==> config.mk <==
export PLATFORM = sky130hd
export DESIGN_NAME = c3mf_cell
export DESIGN_NICKNAME = d
export VERILOG_FILES = /design/src/c3mf_pkg.sv /design/src/c3mf_cell.sv
export SDC_FILE = /design/constraint.sdc
export NUM_CORES = 1
export LEC_CHECK = 0
export BUFFER_PORTS_ARGS = -buffer_cell sky130_fd_sc_hd__buf_2
export CORE_MARGIN = 5
export CORE_UTILIZATION = 55
export CTS_CLUSTER_DIAMETER = 50
export DETAILED_ROUTE_END_ITERATION = 16
export GPL_ROUTABILITY_DRIVEN = 0
export GPL_TIMING_DRIVEN = 0
export PLACE_DENSITY = 0.81
export SLEW_MARGIN = 20
export SYNTH_ARGS = -nofsm -noshare
export SYNTH_HDL_FRONTEND = slang
export SYNTH_SLANG_ARGS = --single-unit
==> constraint.sdc <==
create_clock -name clk -period 12.55 [get_ports clk]
set_clock_uncertainty 0.05 [all_clocks]
set_input_delay 1.255 -clock clk [delete_from_list [all_inputs] [get_ports clk]]
set_output_delay 1.255 -clock clk [all_outputs]
set_load 0.005 [all_outputs]
==> src/c3mf_pkg.sv <==
// shared types and constants for the 3x3 multi-filter convolution block
package c3mf_pkg;

  localparam int TAPS       = 9;
  localparam int REQ_W      = 2;
  localparam int PIX_W      = 8;
  localparam int FILT_W     = 3;
  localparam int TAP_W      = 4;
  localparam int WGT_W      = 16;
  localparam int BIAS_W     = 28;
  localparam int ACC_W      = 29;
  localparam int ROW_W      = 10;
  localparam int COL_W      = 5;
  localparam int VAL_W      = 28;
  localparam int FSEL_W     = 4;
  localparam int CFGW_W     = 6;
  localparam int CFGH_W     = 10;
  localparam int CFG_DATA_W = 10;
  localparam int CFG_IDX_W  = 1;

  localparam logic [CFGW_W-1:0] WIDTH_RST  = CFGW_W'(28);
  localparam logic [CFGH_W-1:0] HEIGHT_RST = CFGH_W'(28);

  typedef enum logic [REQ_W-1:0] {
    REQ_PIXEL  = 2'd0,
    REQ_WEIGHT = 2'd1,
    REQ_BIAS   = 2'd2
  } req_type_t;

  typedef enum logic [CFG_IDX_W-1:0] {
    CFG_WIDTH  = 1'b0,
    CFG_HEIGHT = 1'b1
  } cfg_reg_t;

  // one entry of the tap chain: a filter pass over a window or a weight write
  typedef struct packed {
    logic                          valid;
    logic                          is_wr;
    logic [FSEL_W-1:0]             filt;
    logic [TAP_W-1:0]              tap;
    logic signed [WGT_W-1:0]       wval;
    logic [TAPS-1:0][PIX_W-1:0]    pix;
    logic signed [ACC_W-1:0]       psum;
    logic [ROW_W-1:0]              row;
    logic [COL_W-1:0]              col;
    logic                          last;
  } tok_t;

endpackage

==> src/c3mf_cell.sv <==
// one tap cell: holds this tap's weight for every filter, multiply-adds
module c3mf_cell #(
  parameter int NUM_FILTERS = 5,
  parameter int TAP         = 0
) (
  input  logic            clk,
  input  logic            rst,
  input  logic            adv,
  input  c3mf_pkg::tok_t  tok_in,
  output c3mf_pkg::tok_t  tok_out
);

  localparam int CNT_W = (NUM_FILTERS > 1) ? $clog2(NUM_FILTERS) : 1;
  localparam int ACC_W = c3mf_pkg::ACC_W;
  localparam int PRD_W = c3mf_pkg::PIX_W + 1 + c3mf_pkg::WGT_W;

  logic signed [c3mf_pkg::WGT_W-1:0] wgt [NUM_FILTERS];
  logic signed [c3mf_pkg::WGT_W-1:0] wsel;
  logic signed [PRD_W-1:0]           prod;
  logic [CNT_W-1:0]                  fsel;
  logic                              wr_hit;
  c3mf_pkg::tok_t                    nxt;

  assign fsel   = tok_in.filt[CNT_W-1:0];
  assign wsel   = wgt[fsel];
  assign prod   = $signed({1'b0, tok_in.pix[TAP]}) * wsel;
  assign wr_hit = tok_in.valid && tok_in.is_wr &&
                  (tok_in.tap == c3mf_pkg::TAP_W'(TAP));

  always_comb begin
    nxt      = tok_in;
    nxt.psum = tok_in.psum + ACC_W'(prod);
  end

  always_ff @(posedge clk) begin
    if (adv && wr_hit) begin
      wgt[fsel] <= tok_in.wval;
    end
  end

  always_ff @(posedge clk) begin
    if (rst) begin
      tok_out.valid <= 1'b0;
    end else if (adv) begin
      tok_out <= nxt;
    end
  end

endmodule

## Word level (Yosys, flattened, before mapping)

Memories as Yosys holds them, arrays and structs flattened.
Index checks and enable logic that the tools add are counted.

- RAM bits: 80
- Memories: 1
- Word-level logic and storage cells: 29
- Input bits: 146
- Register bits after elaboration: 143
- Output and inout port bits: 143

- Multiplexer cells: 2
- Reductions and logical operators: 5
- Bitwise operators: 1
- Multipliers: 1
- Add/subtract/negate cells: 1

Memory list:

| name | words | width | rd ports | clocked after memory_dff | wr ports | line | RTL |
|---|---|---|---|---|---|---|---|
| wgt | 5 | 16 | 1 | 0 | 1 | c3mf_cell.sv:17 | `logic signed [c3mf_pkg::WGT_W-1:0] wgt [NUM_FILTERS];` |

Operators by type and width:

| operator | count |
|---|---|
| $add 29x25->29 | 1 |
| $mul 9x16->25 | 1 |
| $logic_not 4->1 | 1 |
| $logic_and 1x1->1 | 3 |
| $mux 1 | 2 |
| $reduce_and 2->1 | 1 |
| $not 1->1 | 1 |

## Logic depth before layout (Yosys ltp)

- Depth in word-level cells: 5
- Depth in mapped cells: 24
- Gate-level depth less buffers: 22

## Worst setup path after synthesis

Ideal clock, no wire load.

- Kind: input-to-reg
- Start: input rst
- End: register tok_out[0] in the netlist's numbering, enable pin
- Path buffers: 0
- Stages: 1
- Arrival: 7553 ps
- Data required time: 11836 ps
- Library setup time: 664 ps
- Path slack: 4283 ps
- Cells stage by stage: nor2b_1

- Longest elaborated chain between the ends: 2

Ends and longest elaborated chain:

| item | line | RTL |
|---|---|---|
| start: declaration | c3mf_cell.sv:7 | `input logic rst,` |
| $not 1->1 (no source line) | n/a |  |
| $reduce_and 2->1 (no source line) | n/a |  |
| end signal: assignment | c3mf_cell.sv:45 | `tok_out <= nxt;` |
| end: declaration | c3mf_cell.sv:10 | `output c3mf_pkg::tok_t tok_out` |

No other way between the ends.
A chain may end at the register's enable or synchronous reset.

==> qor.csv <==
stage;metric;value;unit
outcome;run_status;completed;
grt;grt_met1_usage;28.74;%
timing;timing.fmax;127.8;MHz
clock_network;clockRootBuffer;sky130_fd_sc_hd__clkbuf_16;
timing;report.final.setup_viol;0;
routing;via_per_inst;5.283;
floorplan;die_x;166.0;um
power;clkPwrFrac;18.3;%
timing;grt_setup_unrepaired;false;
setup_path;critical_path_required;12.78;ns
power;vdd_ir_drop_max;0.0002595;V
cells_and_area;final_cell_area;16320;sq um
placed_design;hpwlAfterDp;24370;um
clock_network;cts_buffers;27;
clock_network;cts_setup_buffers;0;
clock_network;clkTransAtPathRegs;0.06;ns
setup_path;endpoint_kind;register;
logic_synthesis;netlist_top_cells_area;sky130_fd_sc_hd__edfxtp_1 (50%), sky130_fd_sc_hd__fa_1 (19%), sky130_fd_sc_hd__ha_1 (5.8%);
power;power.density_cell_area;249.4;nW/um^2
power;power.static_leakage;7.343;nW
routing;routed_wl;31100;um
logic_synthesis;synthesis.nets;1357;
setup_path;cp_max_fo;10;
logic_synthesis;yosysTopAreaCell;sky130_fd_sc_hd__edfxtp_1;
grt;grt_remaining_overflow;0;
placed_design;placedInstanceArea;15440;sq um
power;p_int;2.391;mW
timing;timing_worst_slew_pin_value;0.9233;ns
setup_path;timing.critical_path.from_type;input pin;
timing;report.final.slew_viol_count;0;
power;p_seq_share;24.8;%
logic_synthesis;synth.cells.most_frequent;sky130_fd_sc_hd__edfxtp_1 (222), sky130_fd_sc_hd__inv_1 (200), sky130_fd_sc_hd__fa_1 (129), sky130_fd_sc_hd__nand2_1 (69), sky130_fd_sc_hd__ha_1 (62);
cells_and_area;fillCellCount;1687;
placed_design;io_buffer_count;288;
logic_synthesis;post_synth.cell_area_avg;13.13;sq um
logic_synthesis;cell_area_after_synthesis;13390;sq um
cells_and_area;area_growth;21.84;%
timing;finalHoldViolCount;0;
logic_synthesis;postSynth.asyncResetShare;0;%
routing;drcViolationCount;0;
routing;drt_iter0_drc;665;
timing;fin_tns_setup;0;ns
clock_network;sinks_on_clock_net;223;
grt;gr-max-usage-layer;met2;
logic_synthesis;ys_ff_latch;223;
logic_synthesis;instance_count_of_the_mapped_netlist;1020;
cells_and_area;post_layout_nets;1686;
power;power_switching_share;41.26;%
floorplan;core_region_area;24180;sq um
logic_synthesis;seq_area_frac_synth;49.93;%
worst_hold_path;worstHoldPathType;register to register;
timing;min_period;7.823;ns
routing;antenna_left;0;
grt;grt_antenna_before_repair;2;
timing;fin_crit_sh;62.34;%
grt;met3_usage;4.428;%
grt;grt_start_max_net_pins;33;
floorplan;die-area;27570;sq um
floorplan;floorplan.initialDensity;55.40;%
logic_synthesis;yosysWarningCount;0;
timing;maxSlewHeadroom;37.79;%
logic_synthesis;post-synth-top-count-cell;sky130_fd_sc_hd__edfxtp_1;
setup_path;critical_path_class;input pin to register;
clock_network;cts_tree;yes;
grt;grt_pass1_vias;9425;
floorplan;num_io_pins;289;
logic_synthesis;most_common_flop_cell_mapped_by_yosys;sky130_fd_sc_hd__edfxtp_1;
clock_network;worst_skew_pair.late_latency;0.54;ns
routing;dr.pass1.iters;5;
floorplan;std_cell_rows;57;
cells_and_area;share_of_layout_cells_above_drive_strength_1;28.03;%
flow_run;drv_cap;0;
clock_network;htree_num_levels;1;
routing;detailroute.via_count;8954;
grt;met2_usage;40.06;%
clock_network;postCtsResizedCells;0;
routing;route.detailed.wl_per_inst;18.35;um
clock_network;cts_hold_buffers;0;
clock_network;max-clock-path-buffers;3;
floorplan;die_y;166.0;um
grt;grt_util_all_layers;22.60;%
setup_path;worst-endpoint-arrival;8.05;ns
logic_synthesis;post_synth_edffs;222;
power;share_comb_of_total_power;56.9;%
power;switchingPower;1.680;mW
logic_synthesis;ys_types;56;
logic_synthesis;yosysTopAreaCellShare;49.78;%
grt;grt_pass1_wl;50390;um
state kept, by name, indices dropped and copies added, names as in the netlist:
register and flops:
wgt 80, tok_out 143
critical path, stage by stage:
cell and delay, ns:
sky130_fd_sc_hd__buf_2 0.14, sky130_fd_sc_hd__buf_2 0.23, sky130_fd_sc_hd__nor2_1 0.58, sky130_fd_sc_hd__a22oi_1 0.20
sky130_fd_sc_hd__o21ai_1 0.57, sky130_fd_sc_hd__nand2_1 0.27, sky130_fd_sc_hd__fa_1 0.77, sky130_fd_sc_hd__inv_1 0.10
sky130_fd_sc_hd__fa_1 0.58, sky130_fd_sc_hd__inv_1 0.12, sky130_fd_sc_hd__fa_1 0.49, sky130_fd_sc_hd__inv_1 0.05
sky130_fd_sc_hd__fa_1 0.48, sky130_fd_sc_hd__inv_1 0.05, sky130_fd_sc_hd__fa_1 0.47, sky130_fd_sc_hd__inv_1 0.04
sky130_fd_sc_hd__ha_1 0.25, sky130_fd_sc_hd__clkbuf_1 0.22, sky130_fd_sc_hd__a21oi_1 0.22, sky130_fd_sc_hd__o21ai_1 0.17
sky130_fd_sc_hd__a31o_2 0.31, sky130_fd_sc_hd__a21o_1 0.16, sky130_fd_sc_hd__o311ai_1 0.23, sky130_fd_sc_hd__a211oi_1 0.08
cell families (layout without fill, tap and decap cells):
| family | count (synthesis) | after routing | synth area share (%) |
|---|---|---|---|
| flops | 223 | 223 | 49.93 |
| fa+ha+maj | 191 | 191 | 25.07 |
| simple gates | 202 | 202 | 7.735 |
| xor+xnor | 21 | 21 | 1.373 |
| buf+inv | 223 | 573 | 6.353 |
| mux | 25 | 25 | 2.644 |
| compound gates | 135 | 135 | 6.895 |
| other cells | 0 | 1 | 0 |
metrics by stage:
stage / utilization [%] / cells / power [mW] / hold WS (ns) / setup WS (ns)
after floorplan: - / 1020 / 2.806 / 0.4350 / 4.283
after global routing: 67.49 / 1695 / 4.435 / 0.6194 / 4.307
after CTS: 67.48 / 1694 / 4.075 / 0.5854 / 4.765
after detailed placement: 63.87 / 1644 / 3.319 / 0.5482 / 4.276
after global placement: 63.03 / 1632 / 3.244 / 0.4230 / 1.920
final: 67.49 / 1695 / 4.070 / 0.5822 / 4.727
final timing paths:
check / startpoint / endpoint / slack (ns) / cells past startpoint
worst max register to register: wgt[1][15] / tok_out[42] / 6.03 / 22
worst min-delay path: tok_out[142] / tok_out[142] / 0.58 / 2
worst min register to register: tok_out[142] / tok_out[142] / 0.58 / 2
worst max-delay path: tok_in[137] / tok_out[42] / 4.73 / 24
placed cells by master (no fill, tap or decap), drive strengths merged, types with 10 or more instances in the layout:
cell | synthesis | final
a21o | 11 | 11
a21oi | 35 | 35
a22oi | 18 | 18
and2 | 48 | 48
buf | 5 | 305
clkbuf | 18 | 49
clkinv | 0 | 11
edfxtp | 222 | 222
fa | 129 | 129
ha | 62 | 62
inv | 200 | 206
mux2 | 13 | 13
nand2 | 69 | 69
nand2b | 10 | 10
nor2 | 20 | 20
nor2b | 26 | 26
o21ai | 24 | 24
xnor2 | 14 | 14
area by class of cell:
type / count / area, sq um / share of cell area, %
clock buffer: 31 / 690.7 / 4.232
clock inverter: 19 / 182.7 / 1.119
timing repair buffer: 300 / 1617 / 9.906
buffer: 23 / 100.1 / 0.6134
tap: 324 / 405.4 / 2.484
sequential: 223 / 6686 / 40.98
antenna: 1 / 2.502 / 0.01534
multi-input combinational: 574 / 5883 / 36.05
inverter: 200 / 750.7 / 4.601
power by group through the flow:
stage | Clock (mW) | Sequential [mW] | Combinational (mW)
2_1_floorplan | 0 | 1.04 | 1.76
3_3_place_gp | 0 | 1.03 | 2.21
3_5_place_dp | 0 | 1.03 | 2.29
4_1_cts | 0.758 | 1.01 | 2.30
5_1_grt | 0.794 | 1.02 | 2.62
6_report | 0.743 | 1.01 | 2.32
routing by layer:
metal / share of wire [%] / vias to the layer above
li1: - / 4107
met1: 39 / 4455
met2: 52 / 346
met3: 6.5 / 44
met4: 1.9 / 2
met5: 0.023 / -
Note: power is estimated with default switching activity, not from simulation.
