<file path="src/c3mf_pkg.sv">
// shared types and constants for the 3x3 multi-filter convolution block
package c3mf_pkg;

  localparam int TAPS       = 9;
  localparam int REQ_W      = 2;
  localparam int PIX_W      = 8;
  localparam int FILT_W     = 3;
  localparam int TAP_W      = 4;
  localparam int WGT_W      = 16;
  localparam int BIAS_W     = 28;
  localparam int ACC_W      = 29;
  localparam int ROW_W      = 10;
  localparam int COL_W      = 5;
  localparam int VAL_W      = 28;
  localparam int FSEL_W     = 4;
  localparam int CFGW_W     = 6;
  localparam int CFGH_W     = 10;
  localparam int CFG_DATA_W = 10;
  localparam int CFG_IDX_W  = 1;

  localparam logic [CFGW_W-1:0] WIDTH_RST  = CFGW_W'(28);
  localparam logic [CFGH_W-1:0] HEIGHT_RST = CFGH_W'(28);

  typedef enum logic [REQ_W-1:0] {
    REQ_PIXEL  = 2'd0,
    REQ_WEIGHT = 2'd1,
    REQ_BIAS   = 2'd2
  } req_type_t;

  typedef enum logic [CFG_IDX_W-1:0] {
    CFG_WIDTH  = 1'b0,
    CFG_HEIGHT = 1'b1
  } cfg_reg_t;

  // one entry of the tap chain: a filter pass over a window or a weight write
  typedef struct packed {
    logic                          valid;
    logic                          is_wr;
    logic [FSEL_W-1:0]             filt;
    logic [TAP_W-1:0]              tap;
    logic signed [WGT_W-1:0]       wval;
    logic [TAPS-1:0][PIX_W-1:0]    pix;
    logic signed [ACC_W-1:0]       psum;
    logic [ROW_W-1:0]              row;
    logic [COL_W-1:0]              col;
    logic                          last;
  } tok_t;

endpackage

</file>
<file path="src/c3mf_ifs.sv">
// valid/ready channel interfaces for requests and results
interface c3mf_in_if;
  logic                                      valid;
  logic                                      ready;
  logic [c3mf_pkg::REQ_W-1:0]                req_type;
  logic [c3mf_pkg::PIX_W-1:0]                pixel;
  logic [c3mf_pkg::FILT_W-1:0]               filter_index;
  logic [c3mf_pkg::TAP_W-1:0]                tap_index;
  logic signed [c3mf_pkg::WGT_W-1:0]         weight_value;
  logic signed [c3mf_pkg::BIAS_W-1:0]        bias_value;

  modport source (
    output valid, req_type, pixel, filter_index, tap_index, weight_value, bias_value,
    input  ready
  );
  modport sink (
    input  valid, req_type, pixel, filter_index, tap_index, weight_value, bias_value,
    output ready
  );
endinterface


</file>
<file path="src/c3mf_line.sv">
// two-row line buffer memory, one word per column, valid bits for reset
module c3mf_line #(
  parameter int MAX_WIDTH = 32
) (
  input  logic                                clk,
  input  logic                                rst,
  input  logic                                rd_en,
  input  logic [$clog2(MAX_WIDTH)-1:0]        rd_addr,
  output logic [2*c3mf_pkg::PIX_W-1:0]        rd_word,
  input  logic                                wr_en,
  input  logic [$clog2(MAX_WIDTH)-1:0]        wr_addr,
  input  logic [2*c3mf_pkg::PIX_W-1:0]        wr_word
);

  localparam int WORD_W = 2 * c3mf_pkg::PIX_W;

  logic [WORD_W-1:0]    mem [MAX_WIDTH];
  logic [MAX_WIDTH-1:0] vld;
  logic [WORD_W-1:0]    rd_raw;
  logic                 rd_vld;

  always_ff @(posedge clk) begin
    if (wr_en) begin
      mem[wr_addr] <= wr_word;
    end
    if (rd_en) begin
      rd_raw <= mem[rd_addr];
    end
  end

  // unwritten columns read as zero
  always_ff @(posedge clk) begin
    if (rst) begin
      vld    <= '0;
      rd_vld <= 1'b0;
    end else begin
      if (wr_en) begin
        vld[wr_addr] <= 1'b1;
      end
      if (rd_en) begin
        rd_vld <= vld[rd_addr];
      end
    end
  end

  assign rd_word = rd_vld ? rd_raw : '0;

endmodule

</file>
<file path="src/c3mf_feed.sv">
// request front end: counters, line buffer, window and filter sequencer
module c3mf_feed #(
  parameter int MAX_WIDTH   = 32,
  parameter int NUM_FILTERS = 5
) (
  input  logic                             clk,
  input  logic                             rst,
  c3mf_in_if.sink                          req,
  input  logic [c3mf_pkg::CFGW_W-1:0]      cfg_w,
  input  logic [c3mf_pkg::CFGH_W-1:0]      cfg_h,
  input  logic                             adv,
  output c3mf_pkg::tok_t                   tok
);

  localparam int CW     = $clog2(MAX_WIDTH);
  localparam int CNT_W  = (NUM_FILTERS > 1) ? $clog2(NUM_FILTERS) : 1;
  localparam int PIX_W  = c3mf_pkg::PIX_W;
  localparam int ROW_W  = c3mf_pkg::ROW_W;
  localparam int COL_W  = c3mf_pkg::COL_W;
  localparam int FSEL_W = c3mf_pkg::FSEL_W;
  localparam int ACC_W  = c3mf_pkg::ACC_W;
  localparam int TAP_W  = c3mf_pkg::TAP_W;

  // position counters
  logic [ROW_W-1:0] r_cnt;
  logic [CW-1:0]    c_cnt;
  logic [CW-1:0]    last_col;
  logic [ROW_W-1:0] last_row;

  // request waiting for its line buffer read
  logic                              pend_valid;
  c3mf_pkg::req_type_t               pend_type;
  logic [PIX_W-1:0]                  pend_pix;
  logic [CW-1:0]                     pend_c;
  logic                              pend_full;
  logic [ROW_W-1:0]                  pend_orow;
  logic [COL_W-1:0]                  pend_ocol;
  logic [c3mf_pkg::FILT_W-1:0]       pend_filt;
  logic [TAP_W-1:0]                  pend_tap;
  logic signed [c3mf_pkg::WGT_W-1:0] pend_wval;
  logic signed [c3mf_pkg::BIAS_W-1:0] pend_bval;

  // window and sequencer
  logic [c3mf_pkg::TAPS-1:0][PIX_W-1:0] win;
  logic                                 busy;
  logic                                 s_wr;
  logic [CNT_W-1:0]                     cnt;
  logic [ROW_W-1:0]                     s_row;
  logic [COL_W-1:0]                     s_col;
  logic [TAP_W-1:0]                     s_tap;
  logic signed [c3mf_pkg::WGT_W-1:0]    s_wval;
  logic signed [c3mf_pkg::BIAS_W-1:0]   bias [NUM_FILTERS];

  logic [2*PIX_W-1:0] rd_word;
  logic [PIX_W-1:0]   top;
  logic [PIX_W-1:0]   mid;
  logic               accept;
  logic               take;
  logic               last_issue;
  logic               seq_free;
  logic               filt_ok;
  logic               is_pix_in;
  logic               mem_wr;

  always_comb begin
    if (cfg_w < c3mf_pkg::CFGW_W'(3)) begin
      last_col = CW'(2);
    end else if (int'(cfg_w) > MAX_WIDTH) begin
      last_col = CW'(MAX_WIDTH - 1);
    end else begin
      last_col = CW'(cfg_w - c3mf_pkg::CFGW_W'(1));
    end
  end

  assign last_row = (cfg_h < ROW_W'(3)) ? ROW_W'(2) : (cfg_h - ROW_W'(1));

  assign last_issue = s_wr || (cnt == CNT_W'(NUM_FILTERS - 1));
  assign seq_free   = !busy || (adv && last_issue);
  assign take       = pend_valid && seq_free;
  assign req.ready  = !pend_valid || take;
  assign accept     = req.valid && req.ready;
  assign is_pix_in  = (req.req_type == c3mf_pkg::REQ_PIXEL);
  assign filt_ok    = (int'(pend_filt) < NUM_FILTERS);
  assign mem_wr     = take && (pend_type == c3mf_pkg::REQ_PIXEL);

  assign top = rd_word[2*PIX_W-1:PIX_W];
  assign mid = rd_word[PIX_W-1:0];

  c3mf_line #(
    .MAX_WIDTH (MAX_WIDTH)
  ) u_line (
    .clk     (clk),
    .rst     (rst),
    .rd_en   (accept && is_pix_in),
    .rd_addr (c_cnt),
    .rd_word (rd_word),
    .wr_en   (mem_wr),
    .wr_addr (pend_c),
    .wr_word ({mid, pend_pix})
  );

  // chain entry, bias seeds the partial sum
  always_comb begin
    tok.valid = busy;
    tok.is_wr = s_wr;
    tok.filt  = FSEL_W'(cnt);
    tok.tap   = s_tap;
    tok.wval  = s_wval;
    tok.pix   = win;
    tok.psum  = ACC_W'(bias[cnt]);
    tok.row   = s_row;
    tok.col   = s_col;
    tok.last  = !s_wr && (cnt == CNT_W'(NUM_FILTERS - 1));
  end

  always_ff @(posedge clk) begin
    if (take && (pend_type == c3mf_pkg::REQ_BIAS) && filt_ok) begin
      bias[CNT_W'(pend_filt)] <= pend_bval;
    end
  end

  always_ff @(posedge clk) begin
    if (rst) begin
      r_cnt      <= '0;
      c_cnt      <= '0;
      pend_valid <= 1'b0;
      busy       <= 1'b0;
      s_wr       <= 1'b0;
      cnt        <= '0;
      win        <= '0;
    end else begin
      if (accept) begin
        pend_valid <= 1'b1;
        pend_type  <= c3mf_pkg::req_type_t'(req.req_type);
        pend_pix   <= req.pixel;
        pend_c     <= c_cnt;
        pend_full  <= (r_cnt >= ROW_W'(2)) && (c_cnt >= CW'(2));
        pend_orow  <= r_cnt - ROW_W'(2);
        pend_ocol  <= COL_W'(c_cnt - CW'(2));
        pend_filt  <= req.filter_index;
        pend_tap   <= req.tap_index;
        pend_wval  <= req.weight_value;
        pend_bval  <= req.bias_value;
        if (is_pix_in) begin
          if (c_cnt >= last_col) begin
            c_cnt <= '0;
            r_cnt <= (r_cnt >= last_row) ? '0 : (r_cnt + ROW_W'(1));
          end else begin
            c_cnt <= c_cnt + CW'(1);
          end
        end
      end else if (take) begin
        pend_valid <= 1'b0;
      end

      if (take) begin
        busy <= 1'b0;
        unique case (pend_type)
          c3mf_pkg::REQ_PIXEL: begin
            win[0] <= win[1];
            win[1] <= win[2];
            win[2] <= top;
            win[3] <= win[4];
            win[4] <= win[5];
            win[5] <= mid;
            win[6] <= win[7];
            win[7] <= win[8];
            win[8] <= pend_pix;
            if (pend_full) begin
              busy  <= 1'b1;
              s_wr  <= 1'b0;
              cnt   <= '0;
              s_row <= pend_orow;
              s_col <= pend_ocol;
            end
          end
          c3mf_pkg::REQ_WEIGHT: begin
            if (filt_ok && (pend_tap < TAP_W'(c3mf_pkg::TAPS))) begin
              busy   <= 1'b1;
              s_wr   <= 1'b1;
              cnt    <= CNT_W'(pend_filt);
              s_tap  <= pend_tap;
              s_wval <= pend_wval;
            end
          end
          default: begin
          end
        endcase
      end else if (busy && adv) begin
        if (last_issue) begin
          busy <= 1'b0;
        end else begin
          cnt <= cnt + CNT_W'(1);
        end
      end
    end
  end

endmodule

</file>
<file path="src/flat_wrapper.sv">
// flat-port wrapper written by rule: the top's interface ports become plain ports
module c3mf_feed_flat 
#(
  parameter int MAX_WIDTH   = 32,
  parameter int NUM_FILTERS = 5
)
  (clk, rst, cfg_w, cfg_h, adv, tok, req_valid, req_req_type, req_pixel, req_filter_index, req_tap_index, req_weight_value, req_bias_value, req_ready);
  c3mf_in_if req_i ();
  input  logic clk;
  input  logic rst;
  input  logic [c3mf_pkg::CFGW_W-1:0] cfg_w;
  input  logic [c3mf_pkg::CFGH_W-1:0] cfg_h;
  input  logic adv;
  output c3mf_pkg::tok_t tok;
  input wire logic [$bits(req_i.valid)-1:0] req_valid;
  input wire logic [$bits(req_i.req_type)-1:0] req_req_type;
  input wire logic [$bits(req_i.pixel)-1:0] req_pixel;
  input wire logic [$bits(req_i.filter_index)-1:0] req_filter_index;
  input wire logic [$bits(req_i.tap_index)-1:0] req_tap_index;
  input wire logic [$bits(req_i.weight_value)-1:0] req_weight_value;
  input wire logic [$bits(req_i.bias_value)-1:0] req_bias_value;
  output wire logic [$bits(req_i.ready)-1:0] req_ready;
  assign req_i.valid = req_valid;
  assign req_i.req_type = req_req_type;
  assign req_i.pixel = req_pixel;
  assign req_i.filter_index = req_filter_index;
  assign req_i.tap_index = req_tap_index;
  assign req_i.weight_value = req_weight_value;
  assign req_i.bias_value = req_bias_value;
  assign req_ready = req_i.ready;
  c3mf_feed #(.MAX_WIDTH(MAX_WIDTH), .NUM_FILTERS(NUM_FILTERS)) u_core (.clk(clk), .rst(rst), .req(req_i), .cfg_w(cfg_w), .cfg_h(cfg_h), .adv(adv), .tok(tok));
endmodule
</file>
<file path="config.mk">
export PLATFORM = sky130hd
export DESIGN_NAME = c3mf_feed_flat
export DESIGN_NICKNAME = d
export VERILOG_FILES = /design/src/c3mf_pkg.sv /design/src/c3mf_ifs.sv /design/src/c3mf_line.sv /design/src/c3mf_feed.sv /design/src/flat_wrapper.sv
export SDC_FILE = /design/constraint.sdc
export NUM_CORES = 1
export LEC_CHECK = 0
export CAP_MARGIN = 10
export CORE_MARGIN = 8
export CORE_UTILIZATION = 60
export DETAILED_ROUTE_END_ITERATION = 10
export DONT_BUFFER_PORTS = 1
export PLACE_DENSITY = 0.76
export SLEW_MARGIN = 20
export SYNTH_ARGS = -nofsm -noshare
export SYNTH_HDL_FRONTEND = slang
export SYNTH_SLANG_ARGS = --single-unit
</file>
<file path="constraint.sdc">
create_clock -name clk -period 7.1 [get_ports clk]
set_clock_uncertainty 0.1 [all_clocks]
set_input_delay 1.42 -clock clk [delete_from_list [all_inputs] [get_ports clk]]
set_output_delay 1.42 -clock clk [all_outputs]
set_load 0.01 [all_outputs]
</file>
Word-level counts from Yosys, hierarchy flattened

Memories as Yosys holds them, arrays and structs flattened. A register that Yosys moved wholly into a read port is not among the register bits.
Index checks and enable logic that the tools add are counted.

Output and inout port bits: 144
Memory bits (read-only): 0
Register bits: 243
Memories kept: 2
Word-level logic and storage cells: 129
Latch bits: 0
Input bits: 81
Bits in writable memories: 652

Memory list:

| memory            | depth | width | read ports | clocked after memory_dff | wr ports | RTL line        | RTL |
|---|---|---|---|---|---|---|---|
| u_core.u_line.mem | 32    | 16    | 1          | 1                        | 1        | c3mf_line.sv:17 | `logic [WORD_W-1:0] mem [MAX_WIDTH];` |
| u_core.bias       | 5     | 28    | 1          | 1                        | 1        | c3mf_feed.sv:52 | `logic signed [c3mf_pkg::BIAS_W-1:0] bias [NUM_FILTERS];` |

Order comparisons: 12
Bitwise operators: 2
Reductions and logical operators: 33
Eq/ne operators: 9
Divide/modulo/power cells: 0
Add/subtract/negate cells: 7
Multipliers: 0
Multiplexer cells: 33
Shift operators: 0

Operators by type and width:

| cell                                                        | count |
|---|---|
| bitwise OR 32 bit                                           | 1 |
| 2-to-1 mux 3 bit                                            | 7 |
| 2-to-1 mux 10 bit                                           | 2 |
| 2-to-1 mux 16 bit                                           | 1 |
| 2-to-1 mux 1 bit                                            | 15 |
| 2-to-1 mux 5 bit                                            | 3 |
| logical AND 1 bit                                           | 12 |
| less-than comparator 5 x 6 -> 1 bit, second input constant  | 2 |
| AND reduction 4 bit                                         | 3 |
| adder 10 x 1 -> 10 bit, second input constant               | 1 |
| >= comparator 10 bit                                        | 1 |
| >= comparator 10 x 2 -> 1 bit, second input constant        | 1 |
| less-than comparator 10 x 2 -> 1 bit, second input constant | 1 |
| subtractor 10 x 1 -> 10 bit, second input constant          | 1 |
| subtractor 10 x 2 -> 10 bit, second input constant          | 1 |
| AND reduction 2 bit                                         | 4 |
| nonzero test 2 bit                                          | 4 |
| greater-than comparator 6 bit, second input constant        | 1 |
| less-than comparator 6 x 2 -> 1 bit, second input constant  | 1 |
| != test 2 x 1 -> 1 bit, second input constant               | 3 |
| != test 3 bit, second input constant                        | 2 |
| case mux 3 bit (2 select lines)                             | 1 |
| adder 5 x 1 -> 5 bit, second input constant                 | 1 |
| binary-select mux 1 bit (select 5 bit)                      | 1 |
| 20 further kinds                                            | 26 |

Depth between registers and ports, before layout

Gate-level depths: netlist of the first run.

Depth in word-level cells: 9
Gate-level depth with buffers: 14
Gate-level depth less buffers: 13

Cells and area by module

Synthesis of the first run repeated with hierarchy kept, for this count alone.

Cells, all modules: 1,873
Area total of the unflattened synthesis: 34,689.5 µm²

Modules (own cells, without submodules):

| module    | area an instance (µm²) | times used | cells each | sequential area each (µm²) |
|---|---|---|---|---|
| c3mf_line | 21,388.0               | 1          | 951        | 16,515.8 |
| c3mf_feed | 13,301.5               | 1          | 922        | 9,609.2 |

Worst setup path before layout of the first run

Ideal clock, no wire load.

Kind: input-to-reg
From: input adv
To: memory u_core.bias[4][0] (netlist bit), enable pin
Path buffers: 0
Arrival: 5.108 ns
Slack: 1.398 ns
Data required time: 6.506 ns
Setup time: 0.494 ns
Stages on the path: 4
Cells stage by stage: nand2b_1 -> o311ai_2 -> or3_1 -> nor4b_1

Cells in the longest elaborated chain, start to end: 7

RTL lines:

| item                                   | RTL line           | RTL |
|---|---|---|
| from (decl)                            | flat_wrapper.sv:13 | `input logic adv;` |
| logical AND 1 bit                      | c3mf_feed.sv:78    | `assign seq_free = !busy \|\| (adv && last_issue);` |
| logical OR 1 bit                       | c3mf_feed.sv:78    |  |
| logical AND 1 bit                      | c3mf_feed.sv:79    | `assign take = pend_valid && seq_free;` |
| logical AND 1 bit (2 in series)        | c3mf_feed.sv:117   | `if (take && (pend_type == c3mf_pkg::REQ_BIAS) && filt_ok) begin` |
| 2-to-1 mux 1 bit                       | c3mf_feed.sv:117   |  |
| 2-to-1 mux 1 bit (implied by the code) | c3mf_feed.sv:118   | `bias[CNT_W'(pend_filt)] <= pend_bval;` |
| to (decl)                              | c3mf_feed.sv:52    |  |

No other way between the ends.

==> results.tsv, run 1 <==
stage	metric	value	unit
sta	Period minus WS final	3980	ps
place	DP Worst Slack	2740	ps
synth	Post-Syn Instances	1851	
synth	Yosys Warn Count	0	
route	Vias per Instance	6.39	
clocking	Root Buffer	clkbuf_16	
finish	most common cell after layout, fill and taps aside	edfxtp_1	
floorplanning	core region area	0.0575	mm2
route	Antenna Violating Nets Remaining	0	
floorplanning	die area	0.0659	mm2
sta	unrepaired setup endpoints after global routing	false	
sta	setup total negative slack	0	ps
run	Max-cap violations	0	
sta	Fin. Hold Viols	0	
synth	number of synthesized flops with an enable pin	784	
clocking	clock latency on the worst-skew pair	640	ps
clocking	CTS max path bufs	3	
run_status	status	complete, no violations	
route	DRC Markers	0	
grt	largest net degree at the start of global routing	112	
clocking	Setup Fix Bufs, Post-CTS	0	
sta	Slew @ Worst Pin	1060	ps
route	via count	17454	
synth	Main synth FF type	edfxtp_1	
route	Routed wire per std cell	27.9	um
clocking	H-tree depth	3	
finish	layout cells sized above 1	0.229	
sta	max-slew violation count	0	
clocking	cts repair resizes	0	
finish	area grow syn2layout	10.6	%
min_path	Hold Path Class	reg -> reg	
synth	post-synthesis sequential area ratio	0.752	
sta	Setup WS post-layout	3120	ps
setup_path	crit path DAT	2460	ps
finish	fin area	0.0384	mm2
grt	antenna violations before repair	4	
pwr	PD cells	270	mW/mm2
clocking	CTS tree	done	
setup_path	crit path capture type	output port	
route	Routed WL	76300	um
sta	Setup violations, final	0	
pwr	VDD IR-drop max	0.000241	V
synth	Cell Area, Synth	0.0347	mm2
place	Cell Area, Placed	0.0357	mm2
floorplanning	I/O pin count	225	
place	HPWL after detailed placement	45000	um
floorplanning	Die Width	257	um
grt	gr usage total	0.229	
grt	grt ovf	0	
clocking	Sink Count	913	
sta	Worst slew margin	0.293	
route	drt first pass iters	7	
synth	Async S/R FF share, synth	0	
floorplanning	Initial Util	0.604	
floorplanning	number of placement rows	88	
clocking	Post-CTS Hold Buffers	0	
setup_path	crit-path max FO	25	
clocking	Num CTS Buffers	83	
synth	post-synthesis average cell area	18.8	um2
finish	commonest non-fill, non-tap cells in the layout	784 x edfxtp_1, 196 x mux4_2, 176 x nand2_1, 123 x dfxtp_1, 101 x a21oi_1	
setup_path	WS Path Type	reg -> out	
setup_path	crit start category	flip-flop	
finish	Total Nets Final	2005	
place	port bufs	0	
grt	vias in the first global route	17629	
sta	WHS	318	ps
grt	global-route wire length before repair	114000	um
route	DR iter-0 viols	1834	
sta	period utilisation layout	0.560	
synth	Yosys reg bits	913	
floorplanning	Die Height	257	um
synth	Mapped Nets	1962	
place	GPL Wtd Cong	0.849	
clocking	Clock Pin Slew Worst Setup and Hold Paths	70	ps
synth	Unique masters post-synth	51	
sta	Fmax achieved	251	MHz
setup_path	CP Data Required Time	5580	ps
pwr	Static Leakage	0.0124	uW
-- state kept, by name, summed over array words and instances (netlist names), 2 cells and up, named ones only --
name	cells
u_core.bias	140
u_core.u_line.rd_raw	16
u_core.pend_filt	3
u_core.pend_c	4
u_core.pend_wval	16
u_core.s_col	5
u_core.pend_tap	4
u_core.r_cnt	10
u_core.pend_bval	28
u_core.pend_pix	8
u_core.u_line.mem	512
u_core.s_wval	16
u_core.pend_orow	10
u_core.pend_type	2
u_core.u_line.vld	32
u_core.tok	72
u_core.c_cnt	5
u_core.s_tap	4
u_core.cnt	3
u_core.pend_ocol	5
u_core.s_row	10
-- synthesized netlist by cell type (14+ instances only) --
cell type	instances	area, um2
clkbuf_1	47	176
nand2_1	176	661
nor3_1	20	100
inv_1	25	93.8
xor2_1	14	123
dfxtp_1	129	2580
ha_1	30	375
nand3_1	31	155
mux4_2	196	4410
a21oi_1	101	505
and2_1	14	87.6
mux2_2	44	495
buf_2	18	90.1
o21a_1	18	135
nor2_1	71	267
buf_1	17	63.8
edfxtp_1	784	23500
-- path summary, 6_finish.rpt --
check                                          start  slack (ps)                 endpoint  cells after the start
worst max-delay path                       flip-flop        3120                  tok[36]                      3
worst min-delay path            u_core.pend_wval[10]         320        u_core.s_wval[10]                      0
worst max register to register         u_core.cnt[0]        3340  u_core.u_line.mem[3][4]                     10
worst min register to register  u_core.pend_wval[10]         320        u_core.s_wval[10]                      0
-- critical path, cell delays in order (launching register included) --
cell and delay (ps):
dfxtp_2 400, buf_4 470, mux4_2 600, mux2_2 330
-- cell families after synthesis --
family	count (synthesis)	share of synthesized area
simple gates	354	0.0448
compound gates	162	0.0271
flops	913	0.752
mux	244	0.142
other cells	1	0.000108
buf+inv	125	0.0172
fa+ha+maj	30	0.0108
xor+xnor	22	0.00555
-- routing by layer --
layer | up-vias | wire length, um | global-route usage
met5 | - | 0 | 0
met4 | 0 | 1830 | 0.0713
met3 | 126 | 6260 | 0.0455
met2 | 846 | 39400 | 0.387
met1 | 9086 | 28800 | 0.299
li1 | 7396 | - | -
-- per-stage QoR --
stage	instances	total power, uW	util
4_1_cts	2727	10500	0.668
3_5_place_dp	2573	6150	0.621
6_report	2733	10400	0.668
5_1_grt	2731	10600	0.668
2_1_floorplan	1851	6100	-
3_3_place_gp	2573	6140	0.621
-- where the power goes --
| group | switching (uW) | total (uW) | internal, uW |
|---|---|---|---|
| clock | 1910 | 4350 | 2440 |
| sequential | 33.0 | 5840 | 5810 |
| combinational | 118 | 197 | 79.3 |
-- final cells by class --
class,count,area [um2]
Clock inverter,49,438
Timing Repair Buffer,56,453
Inverter,27,101
Clock buffer,105,2210
Fill cell,3515,19100
Sequential cell,913,26100
Antenna cell,5,12.5
Multi-Input combinational cell,813,8110
Tap cell,765,957
Power figures use the tool's default switching activity.
==> run 2, diff against run 1 <==
- CORE_UTILIZATION: 60 -> 57
- PLACE_DENSITY: 0.76 -> 0.75
- clock period: 7.1 -> 3.58 ns (I/O delays scaled with it)
==> run 2 against run 1 <==
Combinational power is 100% higher. Count of clock-buffer cells in the layout is 9 higher. Global-route usage is 1.3 points lower. Largest power group unchanged. Sequential share of layout area is 1.0 points lower. Register-to-register slack worse by 2900 ps. Clock power is 110% higher. Cell count is 1.6% higher. Core utilization is 2.2 points lower. Via count hardly changed. Hold slack worse by 270 ps. Sequential cell count stayed put. Power is 100% higher.
==> results.tsv, run 2 (same netlist as run 1, synthesis figures left out) <==
stage	metric	value	unit	change
floorplanning	number of placement rows	90		+2.3%
clocking	Post-CTS Hold Buffers	0		unchanged
finish	most common cell after layout, fill and taps aside	edfxtp_1		
finish	max reg flops	512		unchanged
grt	vias in the first global route	17505		-0.70%
setup_path	crit start category	flip-flop		
sta	Period minus WS final	3270	ps	
place	DP Worst Slack	399	ps	-2340 ps
pwr	PD cells	545	mW/mm2	+100%
place	placed insts	2612		+1.5%
min_path	Hold Path Class	in -> reg		
sta	WHS	52.6	ps	-265 ps
setup_path	RR Startpoint	u_core.cnt[0]		
sta	Setup WS post-layout	312	ps	-2810 ps
pwr	Static Leakage	0.0127	uW	+2.5%
pwr	Comb power frac	0.019		about the same
floorplanning	I/O pin count	225		unchanged
floorplanning	Initial Util	0.576		-0.0289
grt	grt ovf	0		unchanged
grt	gr usage total	0.215		-0.0135
place	port bufs	0		unchanged
grt	global-route wire length before repair	112000	um	-1.6%
setup_path	Worst R2R Path Depth	9		-1
route	via count	17470		+0.092%
clocking	Root Buffer	clkbuf_16		
setup_path	crit path DAT	2450	ps	about the same
clocking	clock latency on the worst-skew pair	650	ps	about the same
floorplanning	core region area	0.0604	mm2	+5.0%
finish	area grow syn2layout	12.3	%	
route	Routed wire per std cell	27.2	um	-2.6%
clocking	cts repair resizes	0		unchanged
pwr	share of total power in sequential cells	0.545		-0.017
setup_path	r2r endpoint	u_core.tok[69]		
min_path	Hold Startpoint	rst		
sta	Worst slew margin	0.301		+0.00778
setup_path	crit-path max FO	16		-36%
clocking	Setup Fix Bufs, Post-CTS	0		unchanged
run	Max-cap violations	0		unchanged
route	Vias per Instance	6.29		-1.5%
sta	Slew @ Worst Pin	1050	ps	-15.5 ps
sta	unrepaired setup endpoints after global routing	false		
run_status	status	complete, no violations		
pwr	Internal Power	17000	uW	+100%
sta	Setup violations, final	0		unchanged
clocking	CTS tree	done		
route	drt first pass iters	5		-2
floorplanning	die area	0.0691	mm2	+4.9%
sta	max-slew violation count	0		unchanged
grt	antenna violations before repair	3		-1
sta	Fmax achieved	306	MHz	
min_path	worst hold path cell count	1		+1
clocking	Sink Count	913		unchanged
min_path	end of the worst hold path	u_core.u_line.vld[30]		
pwr	VDD IR-drop max	0.000336	V	+40%
grt	largest net degree at the start of global routing	112		unchanged
pwr	switching share of power	0.199		+0.000442
floorplanning	Die Height	263	um	+2.4%
clocking	Num CTS Buffers	87		+4.8%
place	GPL Wtd Cong	0.813		-4.2%
pwr	P_sw	4230	uW	+110%
finish	register with the most flip-flops	u_core.u_line.mem		
route	DR iter-0 viols	2042		+11%
route	DRC Markers	0		unchanged
route	Antenna Violating Nets Remaining	0		unchanged
finish	commonest non-fill, non-tap cells in the layout	784 x edfxtp_1, 196 x mux4_2, 176 x nand2_1, 125 x dfxtp_1, 101 x a21oi_1		
clocking	H-tree depth	3		unchanged
setup_path	reg2reg setup slack	390	ps	-2950 ps
clocking	CTS max path bufs	3		unchanged
finish	layout cells sized above 1	0.241		+0.0115
sta	setup total negative slack	0	ps	unchanged
pwr	Clock power frac	0.436		+0.017
sta	period utilisation layout	0.913		
finish	Final Non-Filler Cells	2778		+1.6%
finish	fillcell total	3835		+9.1%
clocking	Clock Pin Slew Worst Setup and Hold Paths	60	ps	about the same
finish	final core occ	0.646		-0.0223
setup_path	crit path capture type	output port		
finish	Total Nets Final	2033		+1.4%
route	Routed WL	75500	um	-1.0%
sta	Fin. Hold Viols	0		unchanged
setup_path	CP Data Required Time	2760	ps	-2820 ps
setup_path	WS Path Type	reg -> out		
floorplanning	Die Width	263	um	+2.4%
place	HPWL after detailed placement	44400	um	-1.3%
run 2: cell types whose count changed in the layout (fill, tap and decap cells not counted), moves of 5 or more:
| cell | before | now |
|---|---|---|
| buf_4 | 54 | 70 |
| clkbuf_16 | 85 | 90 |
| buf_12 | 1 | 6 |
| clkinv_1 | 15 | 8 |
run 2: how the worst max path moves through the flow:
stage                              end  depth (start not counted)
6_report                       tok[43]                          3
5_1_grt                        tok[43]                          3
4_1_cts                        tok[43]                          3
3_5_place_dp           u_core.r_cnt[7]                         13
3_3_place_gp   u_core.u_line.mem[5][5]                          6
2_1_floorplan        u_core.bias[0][0]                          5
run 2: worst max-delay path, stage by stage, from the launching register on:
cell     delay, ps
dfxtp_2        650
buf_12         260
mux4_2         530
mux2_2         340
run 2: stage by stage:
stage / cell area, um2 / total power [uW]
floorplan: 34800 / 12100
global placement: 36000 / 12200
detailed placement: 36000 / 12200
CTS: 38900 / 21400
global route: 39000 / 21800
finish: 39000 / 21300
run 2: metal layers:
layer	vias up	track usage	share of wire
met5	-	0	0.00017
met4	2	0.0780	0.030
met3	151	0.0467	0.086
met2	922	0.357	0.50
met1	8953	0.281	0.39
li1	7442	-	-
run 2: power by group through the flow:
stage | Combinational [uW] | Sequential [uW] | Clock (uW)
floorplan | 313 | 11800 | 0
finish | 398 | 11600 | 9280
detailed placement | 389 | 11800 | 0
CTS | 393 | 11600 | 9430
global placement | 379 | 11800 | 0
global route | 432 | 11600 | 9810
run 2: area by class of cell:
class	instances	area, um2	share of cell area
inverters	27	101	0.00260
clock buffers	114	2390	0.0613
multi-input cells	813	8140	0.209
diodes	2	5.00	0.000128
flip-flops and latches	913	26100	0.670
clock inverters	47	541	0.0139
well taps	782	978	0.0251
repair buffers	80	706	0.0181
